## src/rtl/dwu_pkg.sv

```systemverilog
// ----------------------------------------------------------------------------
// dwu_pkg
// Shared widths, codes and types of the debug watchpoint unit.
// ----------------------------------------------------------------------------
package dwu_pkg;

    localparam int MATCH_COUNT  = 8;
    localparam int WATCH_COUNT  = 10;
    localparam int COUNTER_BITS = 16;

    localparam int VALUE_W    = 32;
    localparam int ACTION_W   = 3;
    localparam int CTRL_W     = 8;
    localparam int CHAIN_W    = 2;
    localparam int CFG_IDX_W  = 3;
    localparam int CFG_DATA_W = 64;
    localparam int CNT_OUT_W  = 16;
    localparam int CMP_REGS   = MATCH_COUNT / 2;
    localparam int CHAIN_REG_W = WATCH_COUNT * CHAIN_W;

    // watch control register layout
    localparam int WC_CNT_EN_LSB = 0;
    localparam int WC_SEL_LSB    = 2;
    localparam int WC_BRK_LSB    = WC_SEL_LSB + MATCH_COUNT;
    localparam int WC_TGT0_LSB   = WC_BRK_LSB + WATCH_COUNT;
    localparam int WC_TGT1_LSB   = WC_TGT0_LSB + CNT_OUT_W;
    localparam int WC_USED_W     = WC_TGT1_LSB + CNT_OUT_W;

    // result transaction layout on m_tdata
    localparam int OUT_BITS  = 1 + 2 * WATCH_COUNT + 2 * CNT_OUT_W;
    localparam int M_TDATA_W = ((OUT_BITS + 7) / 8) * 8;

    // event kinds
    localparam logic [ACTION_W-1:0] ACT_FETCH_ADDR = 3'd0;
    localparam logic [ACTION_W-1:0] ACT_LOAD_ADDR  = 3'd1;
    localparam logic [ACTION_W-1:0] ACT_STORE_ADDR = 3'd2;
    localparam logic [ACTION_W-1:0] ACT_LOAD_DATA  = 3'd3;
    localparam logic [ACTION_W-1:0] ACT_STORE_DATA = 3'd4;

    // matchpoint compare types
    localparam logic [2:0] CT_NONE       = 3'd0;
    localparam logic [2:0] CT_FETCH_ADDR = 3'd1;
    localparam logic [2:0] CT_LOAD_ADDR  = 3'd2;
    localparam logic [2:0] CT_STORE_ADDR = 3'd3;
    localparam logic [2:0] CT_LOAD_DATA  = 3'd4;
    localparam logic [2:0] CT_STORE_DATA = 3'd5;
    localparam logic [2:0] CT_LS_ADDR    = 3'd6;
    localparam logic [2:0] CT_LS_DATA    = 3'd7;

    // matchpoint conditions
    localparam logic [2:0] COND_MASKED = 3'd0;
    localparam logic [2:0] COND_EQ     = 3'd1;
    localparam logic [2:0] COND_LT     = 3'd2;
    localparam logic [2:0] COND_LE     = 3'd3;
    localparam logic [2:0] COND_GT     = 3'd4;
    localparam logic [2:0] COND_GE     = 3'd5;
    localparam logic [2:0] COND_NE     = 3'd6;
    localparam logic [2:0] COND_RSVD   = 3'd7;

    // watchpoint chain modes
    localparam logic [CHAIN_W-1:0] CHAIN_ALONE = 2'd0;
    localparam logic [CHAIN_W-1:0] CHAIN_AND   = 2'd1;
    localparam logic [CHAIN_W-1:0] CHAIN_OR    = 2'd2;
    localparam logic [CHAIN_W-1:0] CHAIN_RSVD  = 2'd3;

    // configuration register indexes
    localparam logic [CFG_IDX_W-1:0] REG_UNIT_ENABLE = 3'd0;
    localparam logic [CFG_IDX_W-1:0] REG_MATCH_CTRL  = 3'd1;
    localparam logic [CFG_IDX_W-1:0] REG_CMP_01      = 3'd2;
    localparam logic [CFG_IDX_W-1:0] REG_CMP_23      = 3'd3;
    localparam logic [CFG_IDX_W-1:0] REG_CMP_45      = 3'd4;
    localparam logic [CFG_IDX_W-1:0] REG_CMP_67      = 3'd5;
    localparam logic [CFG_IDX_W-1:0] REG_CHAIN       = 3'd6;
    localparam logic [CFG_IDX_W-1:0] REG_WATCH_CTRL  = 3'd7;

    typedef struct packed {
        logic                                  unit_enable;
        logic [MATCH_COUNT-1:0][CTRL_W-1:0]    match_ctrl;
        logic [MATCH_COUNT-1:0][VALUE_W-1:0]   cmp_val;
        logic [WATCH_COUNT-1:0][CHAIN_W-1:0]   chain_mode;
        logic [1:0]                            cnt_en;
        logic [MATCH_COUNT-1:0]                cnt_sel;
        logic [WATCH_COUNT-1:0]                brk_en;
        logic [COUNTER_BITS-1:0]               target0;
        logic [COUNTER_BITS-1:0]               target1;
    } cfg_t;

    typedef struct packed {
        logic                   break_hit;
        logic [WATCH_COUNT-1:0] watch_hits;
        logic [WATCH_COUNT-1:0] break_status;
        logic [CNT_OUT_W-1:0]   count_zero;
        logic [CNT_OUT_W-1:0]   count_one;
    } result_t;

endpackage

```

## src/rtl/dwu_regs.sv

```systemverilog
// ----------------------------------------------------------------------------
// dwu_regs
// Configuration register file: write-only port, decoded into a struct.
// ----------------------------------------------------------------------------
module dwu_regs import dwu_pkg::*; (
    input  logic                  aclk,
    input  logic                  aresetn,
    input  logic                  cfg_wr_en,
    input  logic [CFG_IDX_W-1:0]  cfg_addr,
    input  logic [CFG_DATA_W-1:0] cfg_wdata,
    output cfg_t                  cfg
);

    logic                                unit_enable_reg;
    logic [CFG_DATA_W-1:0]               match_ctrl_reg;
    logic [CMP_REGS-1:0][CFG_DATA_W-1:0] cmp_val_reg;
    logic [CHAIN_REG_W-1:0]              chain_reg;
    logic [WC_USED_W-1:0]                watch_reg;
    logic [$clog2(CMP_REGS)-1:0]         cmp_idx;

    assign cmp_idx = $clog2(CMP_REGS)'(cfg_addr - REG_CMP_01);

    always_ff @(posedge aclk) begin
        if (!aresetn) begin
            unit_enable_reg <= 1'b0;
            match_ctrl_reg  <= '0;
            cmp_val_reg     <= '0;
            chain_reg       <= '0;
            watch_reg       <= '0;
        end else if (cfg_wr_en) begin
            case (cfg_addr)
                REG_UNIT_ENABLE: begin
                    unit_enable_reg <= cfg_wdata[0];
                end
                REG_MATCH_CTRL: begin
                    match_ctrl_reg <= cfg_wdata;
                end
                REG_CMP_01, REG_CMP_23, REG_CMP_45, REG_CMP_67: begin
                    cmp_val_reg[cmp_idx] <= cfg_wdata;
                end
                REG_CHAIN: begin
                    chain_reg <= cfg_wdata[CHAIN_REG_W-1:0];
                end
                REG_WATCH_CTRL: begin
                    watch_reg <= cfg_wdata[WC_USED_W-1:0];
                end
                default: begin
                end
            endcase
        end
    end

    always_comb begin
        cfg.unit_enable = unit_enable_reg;
        cfg.match_ctrl  = match_ctrl_reg;
        for (int i = 0; i < MATCH_COUNT; i++) begin
            // even matchpoint in the low half, odd one in the high half
            cfg.cmp_val[i] = cmp_val_reg[i / 2][(i % 2) * VALUE_W +: VALUE_W];
        end
        cfg.chain_mode = chain_reg;
        cfg.cnt_en     = watch_reg[WC_CNT_EN_LSB +: 2];
        cfg.cnt_sel    = watch_reg[WC_SEL_LSB +: MATCH_COUNT];
        cfg.brk_en     = watch_reg[WC_BRK_LSB +: WATCH_COUNT];
        cfg.target0    = watch_reg[WC_TGT0_LSB +: COUNTER_BITS];
        cfg.target1    = watch_reg[WC_TGT1_LSB +: COUNTER_BITS];
    end

endmodule

```

## src/rtl/dwu_match.sv

```systemverilog
// ----------------------------------------------------------------------------
// dwu_match
// Eight matchpoints: event kind filter and value compare, all in parallel.
// ----------------------------------------------------------------------------
module dwu_match import dwu_pkg::*; (
    input  cfg_t                   cfg,
    input  logic [ACTION_W-1:0]    action,
    input  logic [VALUE_W-1:0]     event_value,
    output logic [MATCH_COUNT-1:0] mp_hit
);

    function automatic logic type_fits(input logic [2:0] ctype,
                                       input logic [ACTION_W-1:0] act);
        logic fit;
        case (ctype)
            CT_FETCH_ADDR: fit = (act == ACT_FETCH_ADDR);
            CT_LOAD_ADDR:  fit = (act == ACT_LOAD_ADDR);
            CT_STORE_ADDR: fit = (act == ACT_STORE_ADDR);
            CT_LOAD_DATA:  fit = (act == ACT_LOAD_DATA);
            CT_STORE_DATA: fit = (act == ACT_STORE_DATA);
            CT_LS_ADDR:    fit = (act inside {ACT_LOAD_ADDR, ACT_STORE_ADDR});
            CT_LS_DATA:    fit = (act inside {ACT_LOAD_DATA, ACT_STORE_DATA});
            default:       fit = 1'b0;
        endcase
        return fit;
    endfunction

    function automatic logic value_cmp(input logic [2:0] cond, input logic sgn,
                                       input logic [VALUE_W-1:0] a,
                                       input logic [VALUE_W-1:0] b);
        logic [VALUE_W-1:0] x;
        logic [VALUE_W-1:0] y;
        logic               res;
        // flipping the sign bit turns a signed order into an unsigned one
        x = {a[VALUE_W-1] ^ sgn, a[VALUE_W-2:0]};
        y = {b[VALUE_W-1] ^ sgn, b[VALUE_W-2:0]};
        case (cond)
            COND_MASKED: res = |(a & b);
            COND_EQ:     res = (a == b);
            COND_LT:     res = (x < y);
            COND_LE:     res = (x <= y);
            COND_GT:     res = (x > y);
            COND_GE:     res = (x >= y);
            COND_NE:     res = (a != b);
            default:     res = 1'b0;
        endcase
        return res;
    endfunction

    always_comb begin
        for (int i = 0; i < MATCH_COUNT; i++) begin
            // control byte: present, type 3b, signed, condition 3b
            mp_hit[i] = cfg.match_ctrl[i][0]
                      && type_fits(cfg.match_ctrl[i][3:1], action)
                      && value_cmp(cfg.match_ctrl[i][7:5], cfg.match_ctrl[i][4],
                                   event_value, cfg.cmp_val[i]);
        end
    end

endmodule

```

## src/rtl/dwu_watch.sv

```systemverilog
// ----------------------------------------------------------------------------
// dwu_watch
// Watchpoint chaining, hit counters and sticky break status.
// ----------------------------------------------------------------------------
module dwu_watch import dwu_pkg::*; (
    input  logic                   aclk,
    input  logic                   aresetn,
    input  logic                   step,
    input  cfg_t                   cfg,
    input  logic [MATCH_COUNT-1:0] mp_hit,
    output result_t                res
);

    localparam int INC_W = $clog2(MATCH_COUNT + 1);
    localparam int SUM_W = COUNTER_BITS + INC_W;

    logic [COUNTER_BITS-1:0] counter_zero_reg, counter_zero_next;
    logic [COUNTER_BITS-1:0] counter_one_reg, counter_one_next;
    logic [WATCH_COUNT-1:0]  status_reg, status_next;

    logic                   active;
    logic [WATCH_COUNT-1:0] wp;
    logic [INC_W-1:0]       inc0, inc1;
    logic [SUM_W-1:0]       sum0, sum1;
    logic [WATCH_COUNT-1:0] hits;
    logic [WATCH_COUNT-1:0] brk_bits;

    function automatic logic chain_fn(input logic [CHAIN_W-1:0] mode,
                                      input logic first, input logic own,
                                      input logic prev);
        logic r;
        case (mode)
            CHAIN_ALONE: r = own;
            CHAIN_AND:   r = !first && own && prev;
            CHAIN_OR:    r = !first && (own || prev);
            default:     r = 1'b0;
        endcase
        return r;
    endfunction

    always_comb begin
        active = cfg.unit_enable && (|{cfg.brk_en, cfg.cnt_sel}) && (|mp_hit);

        wp = '0;
        for (int w = 0; w < MATCH_COUNT; w++) begin
            // watchpoint 0 has no predecessor to chain with
            wp[w] = chain_fn(cfg.chain_mode[w], w == 0, mp_hit[w],
                             (w == 0) ? 1'b0 : wp[(w == 0) ? 0 : w - 1]);
        end

        inc0 = '0;
        inc1 = '0;
        for (int w = 0; w < MATCH_COUNT; w++) begin
            inc0 = inc0 + INC_W'(wp[w] && !cfg.cnt_sel[w]);
            inc1 = inc1 + INC_W'(wp[w] && cfg.cnt_sel[w]);
        end
        sum0 = SUM_W'(counter_zero_reg) + SUM_W'(inc0);
        sum1 = SUM_W'(counter_one_reg) + SUM_W'(inc1);

        counter_zero_next = (active && cfg.cnt_en[0]) ? sum0[COUNTER_BITS-1:0]
                                                      : counter_zero_reg;
        counter_one_next  = (active && cfg.cnt_en[1]) ? sum1[COUNTER_BITS-1:0]
                                                      : counter_one_reg;

        // counter watchpoints see the counts after this event
        wp[MATCH_COUNT]     = chain_fn(cfg.chain_mode[MATCH_COUNT], 1'b0,
                                       counter_zero_next == cfg.target0,
                                       wp[MATCH_COUNT-1]);
        wp[MATCH_COUNT + 1] = chain_fn(cfg.chain_mode[MATCH_COUNT + 1], 1'b0,
                                       counter_one_next == cfg.target1,
                                       wp[MATCH_COUNT]);

        hits        = active ? wp : '0;
        brk_bits    = hits & cfg.brk_en;
        status_next = status_reg | brk_bits;

        res.break_hit    = |brk_bits;
        res.watch_hits   = hits;
        res.break_status = status_next;
        res.count_zero   = CNT_OUT_W'(counter_zero_next);
        res.count_one    = CNT_OUT_W'(counter_one_next);
    end

    always_ff @(posedge aclk) begin
        if (!aresetn) begin
            counter_zero_reg <= '0;
            counter_one_reg  <= '0;
            status_reg       <= '0;
        end else if (step) begin
            counter_zero_reg <= counter_zero_next;
            counter_one_reg  <= counter_one_next;
            status_reg       <= status_next;
        end
    end

endmodule

```

## src/rtl/debug_watchpoint_unit.sv

```systemverilog
// ----------------------------------------------------------------------------
// debug_watchpoint_unit
// Eight matchpoints feeding ten chained watchpoints, two hit counters and
// sticky break status, one result per processor event.
//
//  channel  | ports          | transaction
//  ---------+----------------+------------------------------------------------
//  event in | s_t*           | tuser: action[2:0]; tdata: event_value[31:0]
//  result   | m_t*           | break_hit, watch_hits, break_status, counts
//  config   | cfg_*          | write enable, register index, 64-bit data
//
// one event per cycle sustained while the result is not stalled; an accepted
// event passes the input register, then match/chain/count logic into the
// result register. the counter and status update is the loop setting the rate.
// reset (aresetn low, synchronous) clears config, counters, status and valids.
// a stalled result holds both stages; the input stage still takes an event
// while the result register waits, so ready drops only when both are full.
// ----------------------------------------------------------------------------
module debug_watchpoint_unit import dwu_pkg::*; (
    input  logic                  aclk,
    input  logic                  aresetn,
    input  logic                  cfg_wr_en,
    input  logic [CFG_IDX_W-1:0]  cfg_addr,
    input  logic [CFG_DATA_W-1:0] cfg_wdata,
    input  logic                  s_tvalid,
    output logic                  s_tready,
    input  logic [VALUE_W-1:0]    s_tdata,   // event_value[31:0]
    input  logic [ACTION_W-1:0]   s_tuser,   // action[2:0]
    output logic                  m_tvalid,
    input  logic                  m_tready,
    // break_hit[0], watch_hits[10:1], break_status[20:11],
    // count_zero[36:21], count_one[52:37], zero pad above
    output logic [M_TDATA_W-1:0]  m_tdata
);

    cfg_t                   cfg;
    result_t                res;
    logic [MATCH_COUNT-1:0] mp_hit;

    logic                   in_valid_reg;
    logic [ACTION_W-1:0]    action_reg;
    logic [VALUE_W-1:0]     value_reg;
    logic                   out_valid_reg;
    logic [M_TDATA_W-1:0]   out_data_reg;
    logic                   advance;
    logic                   step;

    assign advance  = !out_valid_reg || m_tready;
    assign s_tready = !in_valid_reg || advance;
    assign step     = in_valid_reg && advance;

    dwu_regs u_regs (
        .aclk      (aclk),
        .aresetn   (aresetn),
        .cfg_wr_en (cfg_wr_en),
        .cfg_addr  (cfg_addr),
        .cfg_wdata (cfg_wdata),
        .cfg       (cfg)
    );

    dwu_match u_match (
        .cfg         (cfg),
        .action      (action_reg),
        .event_value (value_reg),
        .mp_hit      (mp_hit)
    );

    dwu_watch u_watch (
        .aclk    (aclk),
        .aresetn (aresetn),
        .step    (step),
        .cfg     (cfg),
        .mp_hit  (mp_hit),
        .res     (res)
    );

    always_ff @(posedge aclk) begin
        if (!aresetn) begin
            in_valid_reg <= 1'b0;
        end else if (s_tready) begin
            in_valid_reg <= s_tvalid;
        end
    end

    always_ff @(posedge aclk) begin
        if (s_tvalid && s_tready) begin
            action_reg <= s_tuser;
            value_reg  <= s_tdata;
        end
    end

    always_ff @(posedge aclk) begin
        if (!aresetn) begin
            out_valid_reg <= 1'b0;
        end else if (advance) begin
            out_valid_reg <= in_valid_reg;
        end
    end

    always_ff @(posedge aclk) begin
        if (step) begin
            out_data_reg <= M_TDATA_W'({res.count_one, res.count_zero,
                                        res.break_status, res.watch_hits,
                                        res.break_hit});
        end
    end

    assign m_tvalid = out_valid_reg;
    assign m_tdata  = out_data_reg;

endmodule

```

## config.mk

```make
export PLATFORM = sky130hd
export DESIGN_NAME = debug_watchpoint_unit
export DESIGN_NICKNAME = d
export VERILOG_FILES = /design/src/rtl/dwu_pkg.sv /design/src/rtl/dwu_regs.sv /design/src/rtl/dwu_match.sv /design/src/rtl/dwu_watch.sv /design/src/rtl/debug_watchpoint_unit.sv
export SDC_FILE = /design/constraint.sdc
export NUM_CORES = 2
export LEC_CHECK = 0
export ABC_AREA = 1
export BUFFER_PORTS_ARGS = -buffer_cell sky130_fd_sc_hd__buf_4
export CAP_MARGIN = 10
export CORE_UTILIZATION = 65
export DETAILED_ROUTE_END_ITERATION = 8
export GPL_TIMING_DRIVEN = 0
export PLACE_DENSITY = 0.89
export SLEW_MARGIN = 10
export SYNTH_ARGS = -nofsm -noshare
export SYNTH_HDL_FRONTEND = slang
export SYNTH_SLANG_ARGS = --single-unit
```

## constraint.sdc

```tcl
create_clock -name aclk -period 17.75 [get_ports aclk]
set_clock_uncertainty 0.1 [all_clocks]
set_input_delay 2.6625 -clock aclk [delete_from_list [all_inputs] [get_ports aclk]]
set_output_delay 2.6625 -clock aclk [all_outputs]
set_load 0.01 [all_outputs]
```

==> flow_metrics.tcl <==
set metrics [dict create \
    layout-drive-gt1-share_pct 7.48 \
    met3_usage_pct 10.2 \
    gr-total-overflow 0 \
    cts_resized 0 \
    grt_max_degree 63 \
    synth_seq_area_share_pct 36.3 \
    min_period_ns 9.81 \
    grtUsageMet1_pct 54.3 \
    totalPowerFinal_mw 2.96 \
    worstSetupStartpointType "flip-flop" \
    die_y_um 222 \
    clk_latency_ns 0.65 \
    cts.hold.buffers_added 0 \
    avgSynthCellArea_sq_um 8.02 \
    maxCapViolations 0 \
    ant_nets 0 \
    timing.final.ws_setup_ns 7.94 \
    final_cell_mix "518 x ha_1, 489 x o21ai_0, 474 x inv_1" \
    port-buffer-count 159 \
    wl_per_cell_um 22.1 \
    critPathSlowestCell "o21ai_0" \
    worst_ep_arrival_time_ns 10.09 \
    initial_core_util_pct 65.8 \
    hold_path_end "u_regs.chain_reg[9]" \
    slowest_delay_ns 0.82 \
    cts_buffers 56 \
    nNetsFinal 4773 \
    gp_congestion 1.03 \
    hold_class "flip-flop to flip-flop" \
    num_vias 30100 \
    rsz0062_at_grt "no" \
    io_pins 165 \
    cts_buffer_depth 3 \
    worstHoldPathCells 2 \
    synth-async-reset-ratio_pct 0 \
    power_density_mw_per_mm2 83.9 \
    synthAdderAreaFrac_pct 21.3 \
    finalCritPeriodShare_pct 55.2 \
    synth_area_sq_mm 0.0314 \
    critical_path.max_fanout 9 \
    area_delta_synth_final_pct 12.5 \
    synthFlopType "dfxtp_1" \
    drt_iter0_drc 4065 \
    synth_xor_area_share_pct 1.24 \
    synthSimpleGateAreaFrac_pct 16.0 \
    slew_violations 0 \
    r2r_slack_ns 7.94 \
    synth_cell_types 59 \
    fin_hold_ws_ns 0.373 \
    crit_top_cell "nand2_1" \
    reg2reg_depth 50 \
    synth_mux_area_share_pct 0 \
    use_met2_pct 64.1 \
    tightest_slew_ns 1.31 \
    final_common_cell "ha_1" \
    max-vdd-ir-drop_mv 0.0883 \
    rows 80 \
    finalHoldViolations 0 \
    drt_pass1_iterations 8 \
    antenna_found_initial 5 \
    setup_viol 0 \
    grt_use_total_pct 42.0 \
    synth-compound-area-share_pct 17.5 \
    route.detailed.drc 0 \
    utilization_pct 74.0 \
    cts.sinks 525 \
    dieWidth_um 222 \
    timing.rr.end "m_tdata[0]" \
    core-area_sq_mm 0.0477 \
    finalWirelength_mm 106 \
    top_usage_layer "met2" \
    synth-edff-count 88 \
    path_delay_family "simple AND/OR/NAND/NOR gates" \
    p_leak_nw 15.7 \
    dp_slack_ns 8.27 \
    timing.rr.start "value_reg[0]" \
    fill_cells 3506 \
    ys_seq_elements 525 \
    grt_pass1_vias 27800 \
    synth_top_family_by_area "adder cells" \
    cts_setup_buffers 0 \
    grt_pass1_wl_mm 158 \
    clkSlewWorstSetupHoldPaths_ns 0.07 \
    critPathKind "flip-flop to flip-flop" \
    worst-path-buf-inv 4 \
    cts_root_buf "clkbuf_16" \
    dp_hpwl_mm 76.5 \
    outcome "finished, final reports clean" \
    min_from "u_regs.chain_reg[9]" \
    worstPathRequired_ns 18.04 \
    cp-end-kind "flip-flop" \
    setup_tns_ns 0 \
    die_area_sq_mm 0.0492 \
    max_slew_margin_pct 12.8 \
    largest_register_ffs 256 \
    via_per_inst 6.27 \
    synth_cells 3918 \
    htree_levels 2 \
    cts_tree "done" \
    fmax_mhz 102 \
    ys_warn_count 0 \
]
==> synthesized netlist by cell type (11+ instances only) <==
| cell | instances | area share, % |
|---|---|---|
| inv_1 | 475 | 5.7 |
| xor2_1 | 28 | 0.78 |
| xnor2_1 | 14 | 0.39 |
| ha_1 | 518 | 21 |
| nand2_2 | 15 | 0.30 |
| nand2_1 | 409 | 4.9 |
| nor3_1 | 38 | 0.61 |
| nand4_1 | 82 | 1.6 |
| nor4_1 | 63 | 1.3 |
| edfxtp_1 | 88 | 8.4 |
| o211ai_1 | 13 | 0.31 |
| nand3_1 | 99 | 1.6 |
| a21oi_1 | 458 | 7.3 |
| clkbuf_1 | 135 | 1.6 |
| o31ai_1 | 11 | 0.26 |
| nor2_1 | 396 | 4.7 |
| nand3b_1 | 17 | 0.41 |
| dfxtp_1 | 437 | 28 |
| o21ai_0 | 489 | 7.8 |
==> worst max-delay path by stage <==
stage / cells after the start / start / endpoint
final: 50 / value_reg[0] / m_tdata[0]
after global routing: 50 / value_reg[0] / m_tdata[0]
after floorplan: 53 / value_reg[19] / m_tdata[19]
after CTS: 50 / value_reg[0] / m_tdata[0]
after detailed placement: 50 / value_reg[0] / m_tdata[0]
after global placement: 47 / value_reg[0] / m_tdata[0]
==> report_power, final <==
group	internal (mW)	leakage (nW)	total (mW)	switching [mW]
logic	0.138	10.4	0.397	0.259
clock network	0.721	0.937	1.24	0.522
registers	1.26	4.40	1.32	0.0639
==> through the flow <==
| stage | instance area (sq um) | cells |
|---|---|---|
| 2_1_floorplan | 31400 | 3920 |
| 3_3_place_gp | 33400 | 4694 |
| 3_5_place_dp | 33400 | 4695 |
| 4_1_cts | 35300 | 4799 |
| 5_1_grt | 35300 | 4799 |
| 6_report | 35300 | 4802 |
==> layer usage <==
layer,part of all wire [%],up-vias
li1,-,13700
met1,38,14000
met2,42,1960
met3,14,448
met4,6.1,2
met5,0.012,-
==> worst min-delay path: cells and delay by family (launching register included) <==
| family | cells | cell delay, ns |
|---|---|---|
| buffers and inverters | 1 | 0.06 |
| AO/OA/AOI/OAI | 1 | 0.05 |
| flip-flops | 1 | 0.31 |
==> layout make-up <==
cell class	count	area, sq um	share of cell area (%)
tap	615	769	2.18
multi-input combinational	2763	17600	49.9
antenna	3	7.51	0.0212
inverter	484	1820	5.14
clock inverter	23	288	0.815
clock buffer	81	1620	4.58
sequential	525	11400	32.2
timing repair buffer	160	1220	3.46
buffer	148	597	1.69
==> cell families (layout without fill, tap and decap cells) <==
logic type / after synthesis / after routing
other: 1 / 6
flip-flops: 525 / 525
AND/OR/NAND/NOR: 1144 / 1144
adder cells (fa/ha/maj): 528 / 528
AO/OA/AOI/OAI: 1045 / 1045
buffers and inverters: 632 / 896
XOR/XNOR: 43 / 43
No activity file was read; power rests on OpenSTA's default activity.
